`config.mk`:
```
export PLATFORM = sky130hd
export DESIGN_NAME = rpn_ctrl
export DESIGN_NICKNAME = d
export VERILOG_FILES = /design/src/hdl/rpn_pkg.sv /design/src/hdl/rpn_ctrl.sv
export SDC_FILE = /design/constraint.sdc
export NUM_CORES = 1
export LEC_CHECK = 0
export BUFFER_PORTS_ARGS = -buffer_cell sky130_fd_sc_hd__clkbuf_2
export CAP_MARGIN = 20
export CELL_PAD_IN_SITES_DETAIL_PLACEMENT = 0
export CELL_PAD_IN_SITES_GLOBAL_PLACEMENT = 1
export CORE_MARGIN = 2
export CORE_UTILIZATION = 34
export DETAILED_ROUTE_END_ITERATION = 7
export PLACE_DENSITY_LB_ADDON = 0.25
export SYNTH_ARGS = -nofsm -noshare
export SYNTH_HDL_FRONTEND = slang
export SYNTH_SLANG_ARGS = --single-unit
```
`constraint.sdc`:
```
create_clock -name i_clk -period 4.5 [get_ports i_clk]
set_input_delay 0.9 -clock i_clk [delete_from_list [all_inputs] [get_ports i_clk]]
set_output_delay 0.9 -clock i_clk [all_outputs]
set_load 0.05 [all_outputs]
```
`src/hdl/rpn_pkg.sv`:
```
// Shared types and constants for the postfix expression evaluator.
// Used by rpn_ctrl, rpn_dp and postfix_expression_evaluator; depends on nothing.
package rpn_pkg;

    localparam int DEFAULT_STACK_DEPTH = 128;
    localparam int WORD_W = 32;
    localparam int LIT_W = 31;
    localparam int ACTION_W = 3;
    localparam int STATUS_W = 3;
    localparam int DEPTH_W = 8;
    localparam int DIV_STEPS = 32;
    localparam int DCNT_W = 6;

    typedef enum logic [ACTION_W-1:0] {
        ACT_PUSH = 3'd0,
        ACT_ADD  = 3'd1,
        ACT_SUB  = 3'd2,
        ACT_MUL  = 3'd3,
        ACT_DIV  = 3'd4,
        ACT_POW  = 3'd5,
        ACT_NEG  = 3'd6,
        ACT_END  = 3'd7
    } t_action;

    typedef enum logic [STATUS_W-1:0] {
        ST_OK        = 3'd0,
        ST_INVALID   = 3'd1,
        ST_UNDEFINED = 3'd2,
        ST_FINAL     = 3'd3,
        ST_SKIPPED   = 3'd4
    } t_status;

    // Source of the answer field when a result is reported.
    typedef enum logic [1:0] {
        ANS_ZERO    = 2'd0,
        ANS_LITERAL = 2'd1,
        ANS_RESULT  = 2'd2,
        ANS_RD      = 2'd3
    } t_ans_sel;

    // Commands from the controller to the datapath.
    typedef struct packed {
        logic     load;        // latch the request fields
        logic     rd_next;     // read address: 0 top entry, 1 entry below top
        logic     cap_b;       // right operand from read data
        logic     cap_a;       // left operand from read data
        logic     cap_result;  // register the operation's result
        logic     unit_start;  // load the divider or the power unit
        logic     unit_run;    // advance the divider or the power unit
        logic     push;        // write the literal on top, count up
        logic     wb;          // write the result back, pop when binary
        logic     set_fail;
        logic     clear_expr;  // empty the stack and clear the error flag
        logic     report;      // present a result next cycle
        t_status  status;
        t_ans_sel ans;
    } t_cmd;

    // Status from the datapath to the controller.
    typedef struct packed {
        t_action action;
        logic    empty;
        logic    one;
        logic    lt2;
        logic    full;
        logic    failed;
        logic    b_zero;
        logic    b_neg;
        logic    iter_done;
    } t_stat;

endpackage

```
`src/hdl/rpn_ctrl.sv`:
```
// Controller state machine of the postfix expression evaluator.
// Depends on rpn_pkg; drives the command struct consumed by rpn_dp.
module rpn_ctrl (
    input  logic          i_clk,
    input  logic          i_rst_n,
    input  logic          i_start,
    input  rpn_pkg::t_stat i_stat,
    output rpn_pkg::t_cmd  o_cmd,
    output logic          o_busy
);
    import rpn_pkg::*;

    typedef enum logic [8:0] {
        S_IDLE    = 9'b000000001,
        S_DECODE  = 9'b000000010,
        S_RD_TOP  = 9'b000000100,
        S_RD_NEXT = 9'b000001000,
        S_GET_A   = 9'b000010000,
        S_EXEC    = 9'b000100000,
        S_ITER    = 9'b001000000,
        S_WRITE   = 9'b010000000,
        S_SPARE   = 9'b100000000
    } t_state;

    t_state r_state;
    t_state n_state;
    t_cmd   cmd;

    always_ff @(posedge i_clk) begin
        if (!i_rst_n) begin
            r_state <= S_IDLE;
        end else begin
            r_state <= n_state;
        end
    end

    always_comb begin
        n_state = r_state;
        cmd = '0;
        cmd.status = ST_OK;
        cmd.ans = ANS_ZERO;
        case (r_state)
            S_IDLE: begin
                if (i_start) begin
                    cmd.load = 1'b1;
                    n_state = S_DECODE;
                end
            end
            S_DECODE: begin
                n_state = S_IDLE;
                if (i_stat.action == ACT_END) begin
                    if (i_stat.failed) begin
                        cmd.report = 1'b1;
                        cmd.status = ST_SKIPPED;
                        cmd.clear_expr = 1'b1;
                    end else if (i_stat.one) begin
                        n_state = S_RD_TOP;
                    end else begin
                        cmd.report = 1'b1;
                        cmd.status = ST_INVALID;
                        cmd.clear_expr = 1'b1;
                    end
                end else if (i_stat.failed) begin
                    cmd.report = 1'b1;
                    cmd.status = ST_SKIPPED;
                end else if (i_stat.action == ACT_PUSH) begin
                    cmd.report = 1'b1;
                    if (i_stat.full) begin
                        cmd.status = ST_INVALID;
                        cmd.set_fail = 1'b1;
                    end else begin
                        cmd.push = 1'b1;
                        cmd.status = ST_OK;
                        cmd.ans = ANS_LITERAL;
                    end
                end else if ((i_stat.action == ACT_NEG && i_stat.empty) ||
                             (i_stat.action != ACT_NEG && i_stat.lt2)) begin
                    cmd.report = 1'b1;
                    cmd.status = ST_INVALID;
                    cmd.set_fail = 1'b1;
                end else begin
                    n_state = S_RD_TOP;
                end
            end
            S_RD_TOP: begin
                n_state = S_RD_NEXT;
            end
            S_RD_NEXT: begin
                // Read data now holds the top entry.
                cmd.cap_b = 1'b1;
                cmd.rd_next = 1'b1;
                if (i_stat.action == ACT_END) begin
                    cmd.report = 1'b1;
                    cmd.status = ST_FINAL;
                    cmd.ans = ANS_RD;
                    cmd.clear_expr = 1'b1;
                    n_state = S_IDLE;
                end else if (i_stat.action == ACT_NEG) begin
                    n_state = S_EXEC;
                end else begin
                    n_state = S_GET_A;
                end
            end
            S_GET_A: begin
                cmd.cap_a = 1'b1;
                n_state = S_EXEC;
            end
            S_EXEC: begin
                if ((i_stat.action == ACT_DIV && i_stat.b_zero) ||
                    (i_stat.action == ACT_POW && i_stat.b_neg)) begin
                    cmd.report = 1'b1;
                    cmd.status = ST_UNDEFINED;
                    cmd.set_fail = 1'b1;
                    n_state = S_IDLE;
                end else if (i_stat.action == ACT_DIV || i_stat.action == ACT_POW) begin
                    cmd.unit_start = 1'b1;
                    n_state = S_ITER;
                end else begin
                    cmd.cap_result = 1'b1;
                    n_state = S_WRITE;
                end
            end
            S_ITER: begin
                cmd.unit_run = 1'b1;
                if (i_stat.iter_done) begin
                    cmd.cap_result = 1'b1;
                    n_state = S_WRITE;
                end
            end
            S_WRITE: begin
                cmd.wb = 1'b1;
                cmd.report = 1'b1;
                cmd.status = ST_OK;
                cmd.ans = ANS_RESULT;
                n_state = S_IDLE;
            end
            default: begin
                n_state = S_IDLE;
            end
        endcase
    end

    assign o_cmd = cmd;
    assign o_busy = (r_state != S_IDLE);

endmodule

```
## After elaboration in Yosys (flattened, before gate mapping)

Cells that the tools add are included.
Widths: inputs -> output; s select.

| word-level totals | value |
|---|---|
| logic and storage cells | 80 |
| register bits | 9 |
| bits of input ports | 14 |
| output and inout port bits | 18 |

| operators by class | value |
|---|---|
| reduce and logical (&&, ||, !) cells | 9 |
| multiplexer cells | 54 |
| eq/ne operators | 16 |

Operators by type and width:

| operator | count |
|---|---|
| $pmux 9 s7 | 1 |
| $mux 9 | 4 |
| $mux 1 | 23 |
| $mux 4 | 5 |
| $mux 8 | 2 |
| $pmux 4 s4 | 1 |
| $mux 3 | 5 |
| $eq 3x3->1 const B | 4 |
| $mux 2 | 5 |
| $mux 5 | 2 |
| $eq 9x1->1 const B | 1 |
| $eq 9x2->1 const B | 1 |
| $eq 9x3->1 const B | 1 |
| $eq 9x4->1 const B | 1 |
| $eq 9x5->1 const B | 1 |
| $eq 9x6->1 const B | 1 |
| $eq 9x7->1 const B | 1 |
| $eq 9x8->1 const B | 1 |
| $ne 9x1->1 const B | 1 |
| $mux 7 | 1 |
| $mux 6 | 1 |
| $pmux 1 s2 | 3 |
| $pmux 2 s3 | 1 |
| $logic_and 1x1->1 | 4 |
| 5 further kinds | 8 |

## Depth between registers and ports, before layout

Gate-level depths: netlist (run 1).

| logic depth | value |
|---|---|
| word-level depth | 8 |
| mapped depth | 5 |
| gate-level depth less buffers | 5 |

## Worst setup path before layout (run 1)

No wires, ideal clock.

| timing path | value |
|---|---|
| kind | input to output |
| from | in i_stat[9] in the netlist's numbering |
| to | out o_cmd[9] in the netlist's numbering |
| required time | 3600 ps |
| setup slack | 880 ps |
| arrival time | 2720 ps |
| stages | 2 |
| cells stage by stage | or2_2 > nor4_1 |

RTL lines:

| item | RTL line | source |
|---|---|---|
| start: declaration | rpn_ctrl.sv:7 | `input rpn_pkg::t_stat i_stat,` |
| end: declaration | rpn_ctrl.sv:8 | `output rpn_pkg::t_cmd o_cmd,` |

==> results of run 1 <==
## logic make-up after synthesis
family,Yosys count
AO/OA/AOI/OAI,17
XOR/XNOR,3
buffers and inverters,10
flip-flops,8
multiplexers,1
AND/OR/NAND/NOR,49
## cell type report
cell class	count	area, sq um
well taps	27	33.8
flip-flops and latches	8	160
fillers	223	1050
repair buffers	31	155
clock buffers	3	22.5
multi-input cells	70	493
inverters	7	26.3
## power breakdown
part	switching (W)	internal, W	total [W]	leakage, nW
Clock	0.0000220	0.0000304	0.0000523	0.0138
Sequential	0.00000315	0.0000728	0.0000760	0.0649
Combinational	0.0000325	0.0000188	0.0000513	0.367
Total	0.0000576	0.000122	0.000180	0.446
## placed cells by master (no fill, tap or decap), types with 3 or more instances in the layout
cell      instances
and4b_2           3
xor2_1            3
nand4b_1          4
dfxtp_1           8
nor2_1           12
clkbuf_2         31
a21oi_1           6
inv_1             7
nand2_1           6
o21ai_0           4
clkbuf_4          3
nand3_1           6
## stage by stage
stage | setup WS, ns | util | hold slack, ns
after global routing | 1.28 | 0.459 | 0.568
after global placement | 1.38 | 0.447 | 0.540
after CTS | 1.39 | 0.459 | 0.552
final | 1.38 | 0.459 | 0.548
after detailed placement | 1.39 | 0.447 | 0.545
after floorplan | 0.880 | - | 0.519
## routing by layer
metal,wire (um),track usage
met5,0,0
met4,0,0.0143
met3,68,0.0491
met2,790,0.234
met1,754,0.188
## worst register-to-register path: cells and delay by family, from the launching register on
family	cells	cell delay [ns]
AND/OR/NAND/NOR	3	0.82
flip-flops	1	0.36
AO/OA/AOI/OAI	1	0.40
## final timing paths
path,start,end,slack (ns),cells past startpoint
worst max-delay path,i_stat[9],o_cmd[7],1.38,6
worst min-delay path,r_state[2],r_state[3],0.55,2
worst max register to register,r_state[0],r_state[2],2.80,4
worst min register to register,r_state[2],r_state[3],0.55,2
==> impl_metrics.env, run 1 <==
export IMPL_critical_path_buf_inv_count=2
export IMPL_ir_drop_mv=0.146
export IMPL_synthTopCellsByArea="dfxtp_1 23%, nor2_1 6.5%, nor4_4 6.1%"
export IMPL_stdcell_area_sq_um=891
export IMPL_grt_max_degree=9
export IMPL_fmax_mhz=321
export IMPL_leakage_nw=0.446
export IMPL_cts_buffer_depth=2
export IMPL_synth_ff_type="dfxtp_1"
export IMPL_grt_total_usage=0.144
export IMPL_synth_edf_count=0
export IMPL_worst_slew_margin_rel=0.745
export IMPL_status="finished clean"
export IMPL_cts_sinks=8
export IMPL_finClkSkew_ns=0.00672
export IMPL_top_register="r_state"
export IMPL_row_count=16
export IMPL_numCtsBuffers=3
export IMPL_synth_top_family_by_area="simple AND/OR/NAND/NOR gates"
export IMPL_crit_family="simple AND/OR/NAND/NOR gates"
export IMPL_ant_nets=0
export IMPL_antenna_found_initial=0
export IMPL_setup_violations=0
export IMPL_synthAdderAreaFrac=0
export IMPL_dieArea_sq_um=2420
export IMPL_insertion_delay_ns=0.25
export IMPL_ctsResizeCount=0
export IMPL_post_drt_wl_per_cell_um=11.0
export IMPL_ys_seq_elements=8
export IMPL_start_util=0.358
export IMPL_layout_nets=135
export IMPL_fin_crit_ns=3.12
export IMPL_ys_seq_area_frac=0.230
export IMPL_place_inst=143
export IMPL_crit_arrival_ns=2.22
export IMPL_numPortBuffers=31
export IMPL_avgSynthCellArea_sq_um=7.91
export IMPL_cts_tree="yes"
export IMPL_yosysMostFrequentCell="nor2_1"
export IMPL_drtPass1Iterations=4
export IMPL_drive_gt1_frac=0.395
export IMPL_finalCritPeriodShare=0.693
export IMPL_cp_max_fo=7
export IMPL_hold_viol=0
export IMPL_dpl_cell_area_sq_um=868
export IMPL_reg_top3="r_state: 8 flops"
export IMPL_cp_slowest_cell="or3b_2"
export IMPL_grt_pass1_vias=623
export IMPL_cts_setup_buffers=0
export IMPL_layout_cells_non_filler=146
export IMPL_hold_class="flop to flop"
export IMPL_synth_mux_area_frac=0.0144
export IMPL_grt_pass1_wl_mm=2.72
export IMPL_die_h_um=49.2
export IMPL_crit_chain="clkbuf_2 -> or3b_2 -> a21oi_1 -> a21oi_1 -> o21ai_0 -> clkbuf_2"
export IMPL_area_delta_synth_final_pct=28.1
export IMPL_synthXorXnorAreaFrac=0.0378
export IMPL_clkTransAtPathRegs_ns=0.05
export IMPL_dp_hpwl_mm=1.38
export IMPL_cap_violations=0
export IMPL_synthCells=88
export IMPL_synth_nets=102
export IMPL_ys_types=35
export IMPL_crit_type="input port to output pin"
export IMPL_cp_end_kind="output pin"
export IMPL_tightestPinTransition_ns=0.377
export IMPL_synth_top_area_frac=0.230
export IMPL_gp_congestion=0.724
export IMPL_cp_data_required_time_ns=3.60
export IMPL_slew_viol_final=0
export IMPL_dieWidth_um=49.2
export IMPL_netlist_area_sq_um=696
export IMPL_drtIter0Drc=9
export IMPL_power_w=0.000180
export IMPL_overflow=0
export IMPL_n_antenna_cell=0
export IMPL_synth_compound_area_frac=0.185
export IMPL_wl_mm=1.61
export IMPL_largest_reg_flops=8
export IMPL_synth_common_cells="12 x nor2_1, 8 x dfxtp_1, 7 x inv_1"
export IMPL_via_per_inst=5.10
export IMPL_cpPeakStageDelay_ns=0.47
export IMPL_htreeDepth=1
export IMPL_yosys_area_top_type="dfxtp_1"
export IMPL_cp_start_kind="input port"
export IMPL_drc=0
export IMPL_hold_buffers=0
export IMPL_tns_ns=0
export IMPL_clock_root_buffer="clkbuf_4"
export IMPL_ios=32
export IMPL_synthArstFlopShare=0
export IMPL_rsz0062_at_grt="no"
export IMPL_synth_simple_area_share=0.471
export IMPL_yosysWarnings=0
export IMPL_p_per_area_nw_per_um2=202
export IMPL_core_sq_um=1940
export IMPL_num_vias=745
Note: power is estimated with default switching activity, not from simulation.
==> run 2: changes to the inputs <==
Settings changed: ABC_AREA set to 1, CORE_UTILIZATION 34 to 32.
Clock period 4.5 ns to 2.9 ns, I/O delays scaled along.
==> run 2 against run 1 <==
Clock power rose by 63%. Wire length grew 24%. Utilization is 4.1 points lower. Die area grew 23%. Synthesized area increased by 17%. Cell area rose by 15%. First-iteration DRC count increased by 110%. Non-clock buffer count unchanged. Setup slack worse by 0.73 ns. Largest power group is now combinational cells. Hold slack got worse by 0.036 ns. Register-to-register slack worse by 1.1 ns. Final cell count rose by 29%.
==> impl_metrics.env, run 2 <==
export IMPL_status="finished clean"
export IMPL_cts_sinks=8
export IMPL_met2_length_um=965
export IMPL_hold_depth=2
export IMPL_crit_arrival_ns=1.67
export IMPL_cpPeakStageDelay_ns=0.28
export IMPL_ios=32
export IMPL_wl_met1_um=892
export IMPL_htreeDepth=1
export IMPL_cp_end_kind="output pin"
export IMPL_fmax_mhz=445
export IMPL_dr_max_layer_used="met4"
export IMPL_n_antenna_cell=0
export IMPL_drtPass1Iterations=4
export IMPL_die_h_um=54.5
export IMPL_ctsResizeCount=0
export IMPL_fillers=274
export IMPL_worst_slew_margin_rel=0.785
export IMPL_ir_drop_mv=0.156
export IMPL_whs_ns=0.512
export IMPL_r2r_slack_ns=1.69
export IMPL_finClkSkew_ns=0.00269
export IMPL_crit_family="buffers and inverters"
export IMPL_post_drt_wl_per_cell_um=10.6
export IMPL_numCtsBuffers=3
export IMPL_synthCells=125
export IMPL_startpoint="i_stat[9]"
export IMPL_crit_type="input port to output pin"
export IMPL_cp_max_fo=4
export IMPL_cts_setup_buffers=0
export IMPL_fin_crit_ns=2.25
export IMPL_synthArstFlopShare=0
export IMPL_slew_viol_final=0
export IMPL_synthTopCellsByArea="dfxtp_1 20%, inv_1 8.7%, nand2_1 8.7%"
export IMPL_ant_nets=0
export IMPL_p_per_area_nw_per_um2=357
export IMPL_drtIter0Drc=19
export IMPL_overflow=0
export IMPL_clock_root_buffer="clkbuf_4"
export IMPL_cp_depth=9
export IMPL_area_delta_synth_final_pct=25.4
export IMPL_largest_reg_flops=8
export IMPL_avgSynthCellArea_sq_um=6.54
export IMPL_num_vias=880
export IMPL_multiInputGateArea_sq_um=536
export IMPL_setup_violations=0
export IMPL_final_cell_mix="31 x clkbuf_2, 19 x inv_1, 19 x nand2_1"
export IMPL_cts_tree="yes"
export IMPL_row_count=18
export IMPL_synth_common_cells="19 x inv_1, 19 x nand2_1, 13 x nand3_1, 13 x nor2_1, 9 x inv_2"
export IMPL_seq_area_sq_um=160
export IMPL_numPortBuffers=31
export IMPL_ys_seq_elements=8
export IMPL_ys_seq_area_frac=0.196
export IMPL_tightestPinTransition_ns=0.320
export IMPL_crit_chain="clkbuf_2 -> inv_1 -> nand3_2 -> o21ai_2 -> nand2_2 -> nand2_4 -> inv_2 -> nand3_1 -> clkbuf_2"
export IMPL_hold_buffers=0
export IMPL_grt_max_degree=8
export IMPL_crit_path_end="o_cmd[5]"
export IMPL_hold_class="flop to flop"
export IMPL_dieArea_sq_um=2970
export IMPL_via_per_inst=4.68
export IMPL_leakage_nw=0.610
export IMPL_dieWidth_um=54.5
export IMPL_synth_ff_type="dfxtp_1"
export IMPL_start_util=0.333
export IMPL_r2r_end="r_state[2]"
export IMPL_critical_path_buf_inv_count=4
export IMPL_drive_gt1_frac=0.437
export IMPL_insertion_delay_ns=0.25
export IMPL_cap_violations=0
export IMPL_cp_slowest_cell="clkbuf_2"
export IMPL_yosys_area_top_type="dfxtp_1"
export IMPL_gp_congestion=0.809
export IMPL_cp_start_kind="input port"
export IMPL_cp_data_required_time_ns=2.32
export IMPL_core_sq_um=2450
export IMPL_drc=0
export IMPL_wl_mm=2.00
export IMPL_top_register="r_state"
export IMPL_r2r_cells=8
export IMPL_reg_top3="r_state: 8 flops"
export IMPL_grt_pass1_vias=811
export IMPL_synth_top_area_frac=0.196
export IMPL_yosysWarnings=0
export IMPL_grt_pass1_wl_mm=3.46
export IMPL_synth_edf_count=0
export IMPL_grt_total_usage=0.163
export IMPL_path_common_cell="clkbuf_2"
export IMPL_tns_ns=0
export IMPL_hold_viol=0
export IMPL_antenna_found_initial=0
export IMPL_r2r_start="r_state[2]"
export IMPL_rsz0062_at_grt="no"
export IMPL_finalCritPeriodShare=0.775
export IMPL_synth_nets=139
export IMPL_cts_buffer_depth=2
export IMPL_met3_wirelength_um=106
export IMPL_netlist_area_sq_um=817
export IMPL_layout_nets=174
export IMPL_ys_types=28
export IMPL_clkTransAtPathRegs_ns=0.05
export IMPL_final_common_cell="clkbuf_2"
export IMPL_dp_hpwl_mm=1.72
==> run 2: kinds of logic after synthesis <==
logic type,share of synthesized area
buffers and inverters,0.149
and+or+nand+nor,0.597
DFF,0.196
AOI/OAI and AO/OA,0.0582
==> run 2: worst min-delay path by stage <==
stage,start,endpoint,slack [ns]
CTS,r_state[2],r_state[3],0.51
floorplan,r_state[2],r_state[3],0.47
global route,r_state[2],r_state[3],0.54
finish,r_state[2],r_state[3],0.51
global placement,r_state[2],r_state[3],0.51
detailed placement,r_state[2],r_state[3],0.50
==> run 2: through the flow <==
stage          total power [W]  std cells  setup WS, ns  utilization  instance area (sq um)
2_1_floorplan         0.000247        125         0.308            -                    817
3_3_place_gp          0.000281        185         0.677        0.408                   1000
3_5_place_dp          0.000283        185         0.654        0.408                   1000
4_1_cts               0.000369        188         0.649        0.417                   1020
5_1_grt               0.000396        188         0.524        0.417                   1020
6_report              0.000365        188         0.652        0.417                   1020
==> run 2: final cells by class <==
type / count / share of cell area
clock buffers: 3 / 0.0220
well taps: 30 / 0.0366
multi-input cells: 87 / 0.523
flip-flops and latches: 8 / 0.156
inverters: 29 / 0.111
repair buffers: 31 / 0.151
==> run 2: tightest hold or removal path, delay by kind of cell, from the launching register on <==
family	cells	cell delay, ns
AND/OR/NAND/NOR	2	0.15
flip-flops	1	0.31
==> run 2: layer usage <==
layer  vias to the layer above  track usage
met4                         0       0.0625
li1                        464            -
met2                        26        0.267
met1                       386        0.208
met3                         4       0.0328
met5                         -            0
==> run 2: report_power, final <==
group          total (W)  switching [W]  internal [W]
Sequential      0.000123     0.00000624      0.000116
Combinational   0.000158       0.000111     0.0000471
Clock          0.0000850      0.0000377     0.0000473
Total           0.000365       0.000155      0.000211
